[config.mk]
export PLATFORM = sky130hd
export DESIGN_NAME = tcc_ctrl
export DESIGN_NICKNAME = d
export VERILOG_FILES = /design/src/rtl/core/tcc_pkg.sv /design/src/rtl/core/tcc_ctrl.sv
export SDC_FILE = /design/constraint.sdc
export NUM_CORES = 1
export LEC_CHECK = 0
export BUFFER_PORTS_ARGS = -buffer_cell sky130_fd_sc_hd__buf_2
export CORE_AREA = 4 4 41 43
export CTS_CLUSTER_DIAMETER = 200
export CTS_CLUSTER_SIZE = 25
export DETAILED_ROUTE_END_ITERATION = 12
export DIE_AREA = 0 0 45 47
export GPL_TIMING_DRIVEN = 0
export PLACE_DENSITY = 0.66
export SYNTH_ARGS = -nofsm -noshare
export SYNTH_HDL_FRONTEND = slang
export SYNTH_SLANG_ARGS = --single-unit
[constraint.sdc]
create_clock -name clk_i -period 1.5 [get_ports clk_i]
set_input_delay 0.3 -clock clk_i [delete_from_list [all_inputs] [get_ports clk_i]]
set_output_delay 0.3 -clock clk_i [all_outputs]
set_load 0.02 [all_outputs]
[src/rtl/core/tcc_pkg.sv]
// Shared constants, codes and controller/datapath types for the text console engine.
// Depends on nothing; every other file of the block refers to it by scoped names.
package tcc_pkg;

  // Screen geometry
  localparam int COLUMNS    = 80;
  localparam int ROWS       = 25;
  localparam int CELLS      = ROWS * COLUMNS;
  localparam int COPY_CELLS = (ROWS - 1) * COLUMNS;
  localparam int ADDR_W     = $clog2(CELLS);
  localparam int ROW_W      = $clog2(ROWS);
  localparam int COL_W      = $clog2(COLUMNS);

  // Fixed field widths of the channels
  localparam int REQ_W   = 3;
  localparam int CHAR_W  = 8;
  localparam int ATTR_W  = 8;
  localparam int RROW_W  = 5;
  localparam int RCOL_W  = 7;
  localparam int CELL_W  = 16;
  localparam int BEAT_W  = 2;

  // Backspace echoes three beats
  localparam int BKSP_BEATS = 3;

  // Character and attribute codes
  localparam logic [CHAR_W-1:0] CHAR_NEWLINE   = 8'h0A;
  localparam logic [CHAR_W-1:0] CHAR_BACKSPACE = 8'h08;
  localparam logic [CHAR_W-1:0] CHAR_BLANK     = 8'h20;
  localparam logic [CHAR_W-1:0] CHAR_NONE      = 8'h00;
  localparam logic [ATTR_W-1:0] ATTR_RESET     = 8'h07;

  // Request codes
  typedef enum logic [REQ_W-1:0] {
    REQ_PUT        = 3'd0,
    REQ_BACKSPACE  = 3'd1,
    REQ_CLEAR      = 3'd2,
    REQ_NEWLINE_NZ = 3'd3,
    REQ_READ       = 3'd4
  } req_e;

  // Datapath operations, one per cycle
  typedef enum logic [3:0] {
    OP_NONE,
    OP_CAPTURE,
    OP_PUT,
    OP_NEWLINE,
    OP_BKSP,
    OP_HOME,
    OP_FILL,
    OP_COPY_RD,
    OP_COPY_WR,
    OP_READ,
    OP_EMIT
  } dp_op_e;

  // Controller states
  typedef enum logic [2:0] {
    ST_INIT,
    ST_IDLE,
    ST_EXEC,
    ST_FILL,
    ST_SCROLL_RD,
    ST_SCROLL_WR,
    ST_EMIT
  } ctrl_state_e;

  // Controller to datapath
  typedef struct packed {
    dp_op_e op;
    logic   blank_rst;  // fill with the reset cell instead of the current attribute
  } dp_cmd_t;

  // Datapath to controller
  typedef struct packed {
    logic [REQ_W-1:0] req;
    logic             is_newline;
    logic             col_zero;
    logic             col_last;
    logic             row_last;
    logic             copy_phase;
    logic             sweep_last;
    logic             beat_last;
    logic             out_free;
  } dp_stat_t;

endpackage

[src/rtl/core/tcc_ctrl.sv]
// Controller state machine: sequences request handling, fills, scrolls and result beats.
// Depends on tcc_pkg; drives tcc_datapath through dp_cmd_t and reads dp_stat_t.
module tcc_ctrl (
  input  logic                clk_i,
  input  logic                rst_ni,
  input  logic                in_valid_i,
  output logic                in_ready_o,
  input  tcc_pkg::dp_stat_t   stat_i,
  output tcc_pkg::dp_cmd_t    cmd_o
);

  tcc_pkg::ctrl_state_e state_q, state_d;

  always_ff @(posedge clk_i or negedge rst_ni) begin
    if (!rst_ni) begin
      state_q <= tcc_pkg::ST_INIT;
    end else begin
      state_q <= state_d;
    end
  end

  // Next state and datapath command
  always_comb begin
    state_d         = state_q;
    in_ready_o      = 1'b0;
    cmd_o.op        = tcc_pkg::OP_NONE;
    cmd_o.blank_rst = 1'b0;
    case (state_q)
      // clearing pass after reset
      tcc_pkg::ST_INIT: begin
        cmd_o.op        = tcc_pkg::OP_FILL;
        cmd_o.blank_rst = 1'b1;
        if (stat_i.sweep_last) state_d = tcc_pkg::ST_IDLE;
      end
      tcc_pkg::ST_IDLE: begin
        in_ready_o = 1'b1;
        if (in_valid_i) begin
          cmd_o.op = tcc_pkg::OP_CAPTURE;
          state_d  = tcc_pkg::ST_EXEC;
        end
      end
      tcc_pkg::ST_EXEC: begin
        state_d = tcc_pkg::ST_EMIT;
        case (stat_i.req)
          tcc_pkg::REQ_PUT: begin
            if (stat_i.is_newline) begin
              cmd_o.op = tcc_pkg::OP_NEWLINE;
              if (stat_i.row_last) state_d = tcc_pkg::ST_SCROLL_RD;
            end else begin
              cmd_o.op = tcc_pkg::OP_PUT;
              if (stat_i.col_last && stat_i.row_last) state_d = tcc_pkg::ST_SCROLL_RD;
            end
          end
          tcc_pkg::REQ_BACKSPACE: begin
            cmd_o.op = tcc_pkg::OP_BKSP;
          end
          tcc_pkg::REQ_CLEAR: begin
            cmd_o.op = tcc_pkg::OP_HOME;
            state_d  = tcc_pkg::ST_FILL;
          end
          tcc_pkg::REQ_NEWLINE_NZ: begin
            if (!stat_i.col_zero) begin
              cmd_o.op = tcc_pkg::OP_NEWLINE;
              if (stat_i.row_last) state_d = tcc_pkg::ST_SCROLL_RD;
            end
          end
          tcc_pkg::REQ_READ: begin
            cmd_o.op = tcc_pkg::OP_READ;
          end
          default: begin
          end
        endcase
      end
      tcc_pkg::ST_FILL: begin
        cmd_o.op = tcc_pkg::OP_FILL;
        if (stat_i.sweep_last) state_d = tcc_pkg::ST_EMIT;
      end
      // scroll: copy each cell up one row, then blank the bottom row
      tcc_pkg::ST_SCROLL_RD: begin
        if (stat_i.copy_phase) begin
          cmd_o.op = tcc_pkg::OP_COPY_RD;
          state_d  = tcc_pkg::ST_SCROLL_WR;
        end else begin
          cmd_o.op = tcc_pkg::OP_FILL;
          if (stat_i.sweep_last) state_d = tcc_pkg::ST_EMIT;
        end
      end
      tcc_pkg::ST_SCROLL_WR: begin
        cmd_o.op = tcc_pkg::OP_COPY_WR;
        state_d  = tcc_pkg::ST_SCROLL_RD;
      end
      tcc_pkg::ST_EMIT: begin
        if (stat_i.out_free) begin
          cmd_o.op = tcc_pkg::OP_EMIT;
          if (stat_i.beat_last) state_d = tcc_pkg::ST_IDLE;
        end
      end
      default: begin
        state_d = tcc_pkg::ST_IDLE;
      end
    endcase
  end

endmodule

==> impl_metrics.ini, run 1 <==
[floorplanning]
initial_core_util_pct = 30.7
die_y_um = 47
die_area_um2 = 2120
core_area_um2 = 1300
ios = 20
die_w_um = 45
num_rows = 13

[drt]
wire_per_inst_um = 12.0
ant_nets = 0
dr.pass1.iters = 2
initialDrtViolationCount = 2
drt-vias-per-instance = 5.13
drc = 0
vias = 534
routed_wirelength_um = 1250

[clocking]
cts_buffer_depth = 2
cts-root-buf = clkbuf_4
cts_sinks = 3
numCtsBuffers = 3
htreeDepth = 1
cts_tree = built
clk_pin_slew_ns = 0.04
insertion_delay_ns = 0.22

[finish]
largest_registers = state_q: 3 flops
drive_gt1_share_pct = 52.8
area_growth_pct = 66.8
multi_input_area_um2 = 333
regMostFlops = state_q
seq_area_um2 = 75.1
largest_register_ffs = 3
fin_area_um2 = 666
antennaDiodeCount = 0
fill_cells = 145
fin_nets = 104

[grt]
grt_pass1_wl_um = 2060
track_usage_pct = 13.2
antenna_found_initial = 0
overflow = 0
grt_pass1_vias = 523
grt_start_max_net_pins = 11

[setup_path]
crit_family = flip-flops
crit_type = flip-flop to output pin
worstSetupEndpointType = output pin
path_buf_inv = 2
cp_max_fo = 8
required_ns = 1.20
arrival_ns = 1.29
path_cells = buf_6 > and2_4 > a31oi_2 > o31ai_2 > buf_4
crit_path_max_incr_delay_ns = 0.36
crit_path_start_kind = flip-flop
cp_slowest_cell = dfrtp_1

[yosys]
synthTopCellsByCount = nor2_1 (9), a21oi_1 (7), nand2_1 (6)
yosysMostFrequentCell = nor2_1
yosys_warnings = 0
synth_area_um2 = 399
yosysTopAreaCell = dfrtp_1
synth.area.top_cells = dfrtp_1 (19%), a21oi_1 (8.8%), nor2_1 (8.5%)
synth.ff_latch_count = 3
synth_ff_type = dfrtp_1
avgSynthCellArea_um2 = 6.54
synthArstFlopShare_pct = 100
ys_seq_area_share_pct = 18.8
synth_nets = 75
synth-edff-count = 0
synth_top_cell_area_share_pct = 18.8
synth_cell_types = 26
syn-instance-count = 61

[sta]
rsz0062_at_grt = true
finalCritPeriodShare_pct = 106
worst_slack_ns = -0.0910
fin_skew_ns = 0.00146
hold_violations = 0
worst_slew_pin_slew_ns = 0.244
setup_viol = 4
holdWs_ns = 0.397
slew_headroom_pct = 83.5
maxSlewViolCount = 0
fmax_ghz = 0.629
period_minus_slack_ns = 1.59

[placed_design]
dp_hpwl_um = 852
gp_congestion = 0.718
port_buffers = 18
placed_area_um2 = 513

[power_and_ir_drop]
power_density_nw_per_um2 = 2150
vdd_drop_max_mv = 1.05
comb_power_share_pct = 80.4
seqPwrFrac_pct = 10.2
p_leak_nw = 0.299
power.share.switching_pct = 46.9
power.share.clock_pct = 9.4
p_int_uw = 759
p_sw_uw = 669

[worst_hold_path]
hold_path.class = input pin to async pin

[job]
drv_cap = 0

[run_status]
violations = setup timing
outcome = finished with violations
-- cells by family (layout without fill, tap and decap cells) --
group / after synthesis / in the layout / share of synthesized area [%]
DFF: 3 / 3 / 18.8
xor gates and xnor gates: 1 / 1 / 2.19
AOI/OAI and AO/OA: 24 / 24 / 37.0
and+or+nand+nor: 24 / 24 / 29.2
buffers and inverters: 9 / 37 / 12.9
-- power by group through the flow --
| stage | sequential [mW] | combinational [mW] | clock (mW) |
|---|---|---|---|
| finish | 0.145 | 1.15 | 0.134 |
| global route | 0.150 | 1.26 | 0.151 |
| CTS | 0.146 | 1.09 | 0.140 |
| detailed placement | 0.144 | 0.831 | 0 |
| global placement | 0.144 | 0.830 | 0 |
| floorplan | 0.140 | 0.623 | 0 |
-- layout make-up --
class	count	area share [%]
multi-input combinational	49	50.0
clock buffer	4	3.95
buffer	5	7.14
timing repair buffer	24	22.6
sequential	3	11.3
inverter	4	2.26
tap	15	2.82
-- final timing paths --
| check | start | end | slack, ns | cells past startpoint |
|---|---|---|---|---|
| min | rst_ni | state_q[1]$_DFFE_PN0P_ | 0.40 | 2 |
| max | state_q[2]$_DFFE_PN0P_ | cmd_o[4] | -0.09 | 5 |
| max in group asynchronous | rst_ni | state_q[2]$_DFFE_PN0P_ | 1.00 | 2 |
| max reg2reg | state_q[0]$_DFFE_PN0P_ | state_q[1]$_DFFE_PN0P_ | 0.14 | 6 |
| min reg2reg | state_q[1]$_DFFE_PN0P_ | state_q[0]$_DFFE_PN0P_ | 0.70 | 2 |
| min in group clk_i | stat_i[4] | state_q[1]$_DFFE_PN0P_ | 0.43 | 4 |
-- repair_timing --
item                                    in CTS  in global routing
hold buffers                                 1                  0
resized for setup                           19                  5
cloned                                       0                  0
hold endpoints to repair                     3                  0
endpoints found under the setup margin       5                  5
pin swaps                                    5                  5
buffers inserted                             5                  0
-- layout by cell type (no fill, tap or decap), types with 2 or more instances in the layout --
master    Yosys  final
buf_2         2     15
buf_4         2     10
nor2_1        9      6
nand2_1       6      5
a21oi_1       7      5
o21ai_0       5      5
clkbuf_4      0      3
dfrtp_1       3      3
nand2b_1      2      2
buf_6         1      2
nor2_2        0      2
inv_2         0      2
inv_1         4      2
a21oi_2       0      2
o22ai_1       2      2
-- per-stage QoR --
| stage | setup slack [ns] | std cells | setup TNS, ns | total power [mW] | utilization (%) |
|---|---|---|---|---|---|
| after floorplan | 0.0351 | 61 | 0 | 0.763 | - |
| after global placement | 0.0210 | 94 | 0 | 0.974 | 39.4 |
| after detailed placement | 0.0386 | 94 | 0 | 0.975 | 39.4 |
| after CTS | -0.119 | 104 | -0.296 | 1.38 | 49.7 |
| after global routing | -0.188 | 104 | -0.641 | 1.56 | 51.2 |
| final | -0.0910 | 104 | -0.240 | 1.43 | 51.2 |
-- layer usage --
metal	vias to the layer above	wire length [µm]	track usage (%)
met5	-	0	0
met4	0	12	7.02
met3	2	66	3.07
met2	15	663	22.6
met1	239	502	15.3
li1	278	-	-
No activity file was read; power rests on OpenSTA's default activity.
==> inputs of run 2 (changes only) <==
MAX_ROUTING_LAYER = met4   (was unset)
PLACE_DENSITY = 0.61   (was 0.66)
==> run 2 against run 1 <==
The flow still finishes with violations (setup timing). Flip-flop and latch count did not move. Hold slack worse by 0.018 ns. Wire length up 1.0%. Clock skew is 0.0027 ns higher. Clock power increased by 7%. Global-route usage increased by 0.18 points. Sequential power increased by 33%. Setup slack better by 0.0042 ns. Sequential share of layout area grew 0.34 points. Total power up 0.34%. Critical endpoint is now cmd_o[1]. Largest cell class unchanged.
==> impl_metrics.ini, run 2 (synthesis gave the netlist of run 1 again) <==
[run_status]
outcome = finished with violations
violations = setup timing

[drt]
ant_nets = 0
routed_wirelength_um = 1260
drc = 0
dr.pass1.iters = 4
wire_per_inst_um = 12.2
initialDrtViolationCount = 12
drt-vias-per-instance = 5.19
vias = 535

[sta]
setup_viol = 4
maxSlewViolCount = 0
fin_tns_setup_ns = -0.285
period_minus_slack_ns = 1.59
worst_slack_ns = -0.0867
finalCritPeriodShare_pct = 106
fin_skew_ns = 0.00415
worst_slew_pin_slew_ns = 0.246
slew_headroom_pct = 83.3
fmax_ghz = 0.630
rsz0062_at_grt = true
hold_violations = 0

[grt]
overflow = 0
antenna_found_initial = 0
track_usage_pct = 13.4
grt_pass1_vias = 504
grt_start_max_net_pins = 11
grt_pass1_wl_um = 1990

[setup_path]
cp_slowest_cell = dfrtp_1
rr_startpoint = state_q[0]$_DFFE_PN0P_
cp_max_fo = 6
arrival_ns = 1.29
rr_endpoint = state_q[1]$_DFFE_PN0P_
r2r_cells = 6
crit_type = flip-flop to output pin
crit_path_start_kind = flip-flop
worstSetupEndpointType = output pin
required_ns = 1.20
crit_path_max_incr_delay_ns = 0.38
path_cells = buf_6 > nor2b_4 > a211oi_2 > a21oi_1 > buf_4
r2r_slack_ns = 0.19

[finish]
stdcell_count = 103
largest_register_ffs = 3
layout_commonest_cell = buf_2
final_cell_mix = buf_2 (14), buf_4 (10), nor2_1 (7)
antennaDiodeCount = 0
regMostFlops = state_q
drive_gt1_share_pct = 53.4
area_growth_pct = 64.6
largest_registers = state_q: 3 flops
fin_nets = 103

[floorplanning]
initial_core_util_pct = 30.7
ios = 20
num_rows = 13
die_w_um = 45
die_y_um = 47
core_area_um2 = 1300
die_area_um2 = 2120

[worst_hold_path]
hold_path.class = input pin to async pin

[clocking]
cts-root-buf = clkbuf_4
cts_tree = built
clk_pin_slew_ns = 0.04
htreeDepth = 1
insertion_delay_ns = 0.23
cts_buffer_depth = 2
numCtsBuffers = 3
cts_sinks = 3

[power_and_ir_drop]
p_leak_nw = 0.294
vdd_drop_max_mv = 0.907
power_density_nw_per_um2 = 2180

[placed_design]
gp_congestion = 0.787
dp.cells = 94
port_buffers = 18
dp_hpwl_um = 836

[job]
drv_cap = 0
## run 2: cell types whose count changed in the layout (fill, tap and decap cells not counted)
cell	before	now
o22ai_1	2	0
o22ai_2	0	2
buf_2	15	14
buf_6	2	3
buf_8	1	0
dfrtp_1	3	2
dfrtp_2	0	1
nor2_1	6	7
nor2_4	1	0
o2111ai_1	0	1
o2111ai_2	1	0
## run 2: power breakdown
group	switching, mW	total [mW]	internal, mW
logic	0.570	1.10	0.526
registers	0.0667	0.193	0.126
clock network	0.0437	0.144	0.0998
total	0.681	1.43	0.752
## run 2: cell type report
cell class                      instances  area [µm²]
Multi-Input combinational cell         49         332
Buffer                                  4        38.8
Inverter                                4        15.0
Sequential cell                         3        76.3
Tap cell                               15        18.8
Timing Repair Buffer                   24         150
Fill cell                             149         644
Clock buffer                            4        26.3
## run 2: how the worst max path moves through the flow
stage | cells past startpoint | slack, ns | start | to
floorplan | 3 | 0.04 | state_q[0]$_DFFE_PN0P_ | cmd_o[0]
global placement | 5 | -0.003 | state_q[0]$_DFFE_PN0P_ | cmd_o[1]
detailed placement | 5 | 0.04 | state_q[0]$_DFFE_PN0P_ | cmd_o[1]
CTS | 5 | -0.1 | state_q[2]$_DFFE_PN0P_ | cmd_o[4]
global route | 5 | -0.15 | state_q[2]$_DFFE_PN0P_ | cmd_o[3]
finish | 5 | -0.09 | state_q[0]$_DFFE_PN0P_ | cmd_o[1]
## run 2: per-layer routing
metal	wire length [µm]	global-route usage, %
met3	91	4.98
met2	561	19.5
met1	596	16.4
met4	10	5.85
met5	0	-
## run 2: worst max-delay path: cells and delay by family, from the launching register on
family	cells	cell delay, ns
AO/OA/AOI/OAI	2	0.25
buffers and inverters	2	0.30
flip-flops	1	0.38
AND/OR/NAND/NOR	1	0.12
## run 2: timing repair
item	in CTS	in global routing
resized for setup	19	5
cloned	1	0
pin swaps	4	3
hold buffers	1	0
setup endpoints to repair	5	6
buffers inserted	4	0
hold endpoints to repair	3	0
## run 2: per-stage QoR
step | worst slack, ns | hold slack [ns] | utilization [%] | cell area, µm² | power (mW)
2_1_floorplan | 0.0351 | 0.00441 | - | 404 | 0.763
3_3_place_gp | -0.00326 | 0.0956 | 39.4 | 513 | 0.983
3_5_place_dp | 0.0427 | 0.0978 | 39.4 | 513 | 0.974
4_1_cts | -0.0984 | 0.380 | 48.9 | 637 | 1.36
5_1_grt | -0.154 | 0.377 | 50.5 | 657 | 1.55
6_report | -0.0867 | 0.379 | 50.5 | 657 | 1.43
==> inputs of run 3 (changes only) <==
GPL_TIMING_DRIVEN = unset   (was 0)
PLACE_DENSITY = 0.64   (was 0.61)
clock period = 1.4 ns   (was 1.5 ns; I/O delays follow)
==> run 3 against run 2 <==
The run still ends with setup timing left. Wire length is 3.5% higher. Cell count rose by 1.9%. Hold slack worse by 0.0048 ns. Core utilization grew 0.96 points. First-iteration DRC count down 42%. Setup slack lost 0.12 ns. Flip-flop and latch count did not move. Combinational power rose by 6%. Sequential share of layout area barely moved. Critical endpoint unchanged. Highest routed layer unchanged.
==> impl_metrics.ini, run 3 (synthesis gave the netlist of run 1 again) <==
[drt]
dr.pass1.iters = 4
drc = 0
drt-vias-per-instance = 5.16
routed_wirelength_um = 1300
vias = 542
initialDrtViolationCount = 7
ant_nets = 0
wire_per_inst_um = 12.4

[floorplanning]
die_area_um2 = 2120
die_w_um = 45
ios = 20
num_rows = 13
core_area_um2 = 1300
die_y_um = 47
initial_core_util_pct = 30.7

[finish]
layout_commonest_cell = buf_4
seq_area_um2 = 77.6
multi_input_area_um2 = 329
largest_registers = state_q: 3 flops
area_growth_pct = 67.7
fin_area_um2 = 669
drive_gt1_share_pct = 52.2
stdcell_count = 105
fin_nets = 105
fill_cells = 136
regMostFlops = state_q
antennaDiodeCount = 0
largest_register_ffs = 3
final_cell_mix = buf_4 (14), buf_2 (13), nor2_1 (8)

[setup_path]
crit_path_max_incr_delay_ns = 0.44
path_buf_inv = 1
crit_cells = 4
path_cells = nor2b_2 > a211oi_2 > a21oi_1 > buf_4
arrival_ns = 1.32
r2r_cells = 5
crit_type = flip-flop to output pin
worstSetupEndpointType = output pin
required_ns = 1.12
rr_startpoint = state_q[0]$_DFFE_PN0P_
crit_family = flip-flops
rr_endpoint = state_q[1]$_DFFE_PN0P_
cp_max_fo = 6
crit_path_start_kind = flip-flop
r2r_slack_ns = 0.10
cp_slowest_cell = dfrtp_2

[placed_design]
placed_area_um2 = 524
port_buffers = 19
dp.cells = 95
pre_cts_ws_ns = 0.0214
dp_hpwl_um = 920
gp_congestion = 0.804

[clocking]
cts_tree = built
cts_buffer_depth = 2
insertion_delay_ns = 0.23
htreeDepth = 1
cts-root-buf = clkbuf_4
clk_pin_slew_ns = 0.04
numCtsBuffers = 3
cts_sinks = 3

[worst_hold_path]
hold_path.class = input pin to async pin

[grt]
overflow = 0
grt_pass1_wl_um = 2150
grt_pass1_vias = 506
track_usage_pct = 14.9
antenna_found_initial = 0
grt_util_met2_pct = 27.1
met3_usage_pct = 5.75
top_usage_layer = met2
grt_start_max_net_pins = 12
grt_util_met1_pct = 14.1

[run_status]
violations = setup timing
outcome = finished with violations

[sta]
slew_headroom_pct = 82.9
worst_slew_pin_slew_ns = 0.254
maxSlewViolCount = 0
fin_skew_ns = 0.00619
worst_slack_ns = -0.203
fin_tns_setup_ns = -0.660
finalCritPeriodShare_pct = 115
setup_viol = 6
rsz0062_at_grt = true
fmax_ghz = 0.624
period_minus_slack_ns = 1.60
hold_violations = 0

[power_and_ir_drop]
power_density_nw_per_um2 = 2320
vdd_drop_max_mv = 1.18
power_mw = 1.55
p_leak_nw = 0.298

[job]
drv_cap = 0
## run 3: layout make-up
cell class                 count  share of cell area (%)
clock buffer                   4                    3.93
inverter                       4                    2.24
multi-input combinational     49                    49.2
sequential                     3                    11.6
tap                           15                    2.80
timing repair buffer          30                    30.3
## run 3: how the worst max path moves through the flow
stage	startpoint	endpoint
after CTS	state_q[0]$_DFFE_PN0P_	cmd_o[1]
after floorplan	state_q[0]$_DFFE_PN0P_	cmd_o[1]
after global placement	state_q[0]$_DFFE_PN0P_	cmd_o[1]
after global routing	state_q[0]$_DFFE_PN0P_	cmd_o[1]
after detailed placement	state_q[0]$_DFFE_PN0P_	cmd_o[1]
final	state_q[0]$_DFFE_PN0P_	cmd_o[1]
## run 3: what timing repair did
item                                    in CTS  in global routing
hold endpoints to repair                     3                  0
pin swaps                                    4                  1
hold buffers                                 1                  0
resized for setup                           19                  3
setup buffers                                5                  0
cloned                                       0                  0
endpoints found under the setup margin       6                  6
## run 3: power by group
group | internal, mW | leakage (nW) | switching [mW]
Clock | 0.107 | 0.0150 | 0.0423
Combinational | 0.570 | 0.249 | 0.604
Sequential | 0.139 | 0.0344 | 0.0891
## run 3: metrics by stage
| stage | util, % | hold WS (ns) |
|---|---|---|
| 4_1_cts | 50.4 | 0.366 |
| 3_5_place_dp | 40.3 | 0.0783 |
| 2_1_floorplan | - | -0.0156 |
| 6_report | 51.4 | 0.374 |
| 5_1_grt | 51.4 | 0.376 |
| 3_3_place_gp | 40.3 | 0.0761 |
## run 3: layer usage
| layer | share of wire [%] | wire length (µm) | vias to the layer above |
|---|---|---|---|
| met1 | 37 | 477 | 243 |
| met3 | 8.1 | 106 | 2 |
| met4 | 0.92 | 12 | 0 |
| li1 | - | - | 278 |
| met2 | 54 | 706 | 19 |
| met5 | 0 | 0 | - |
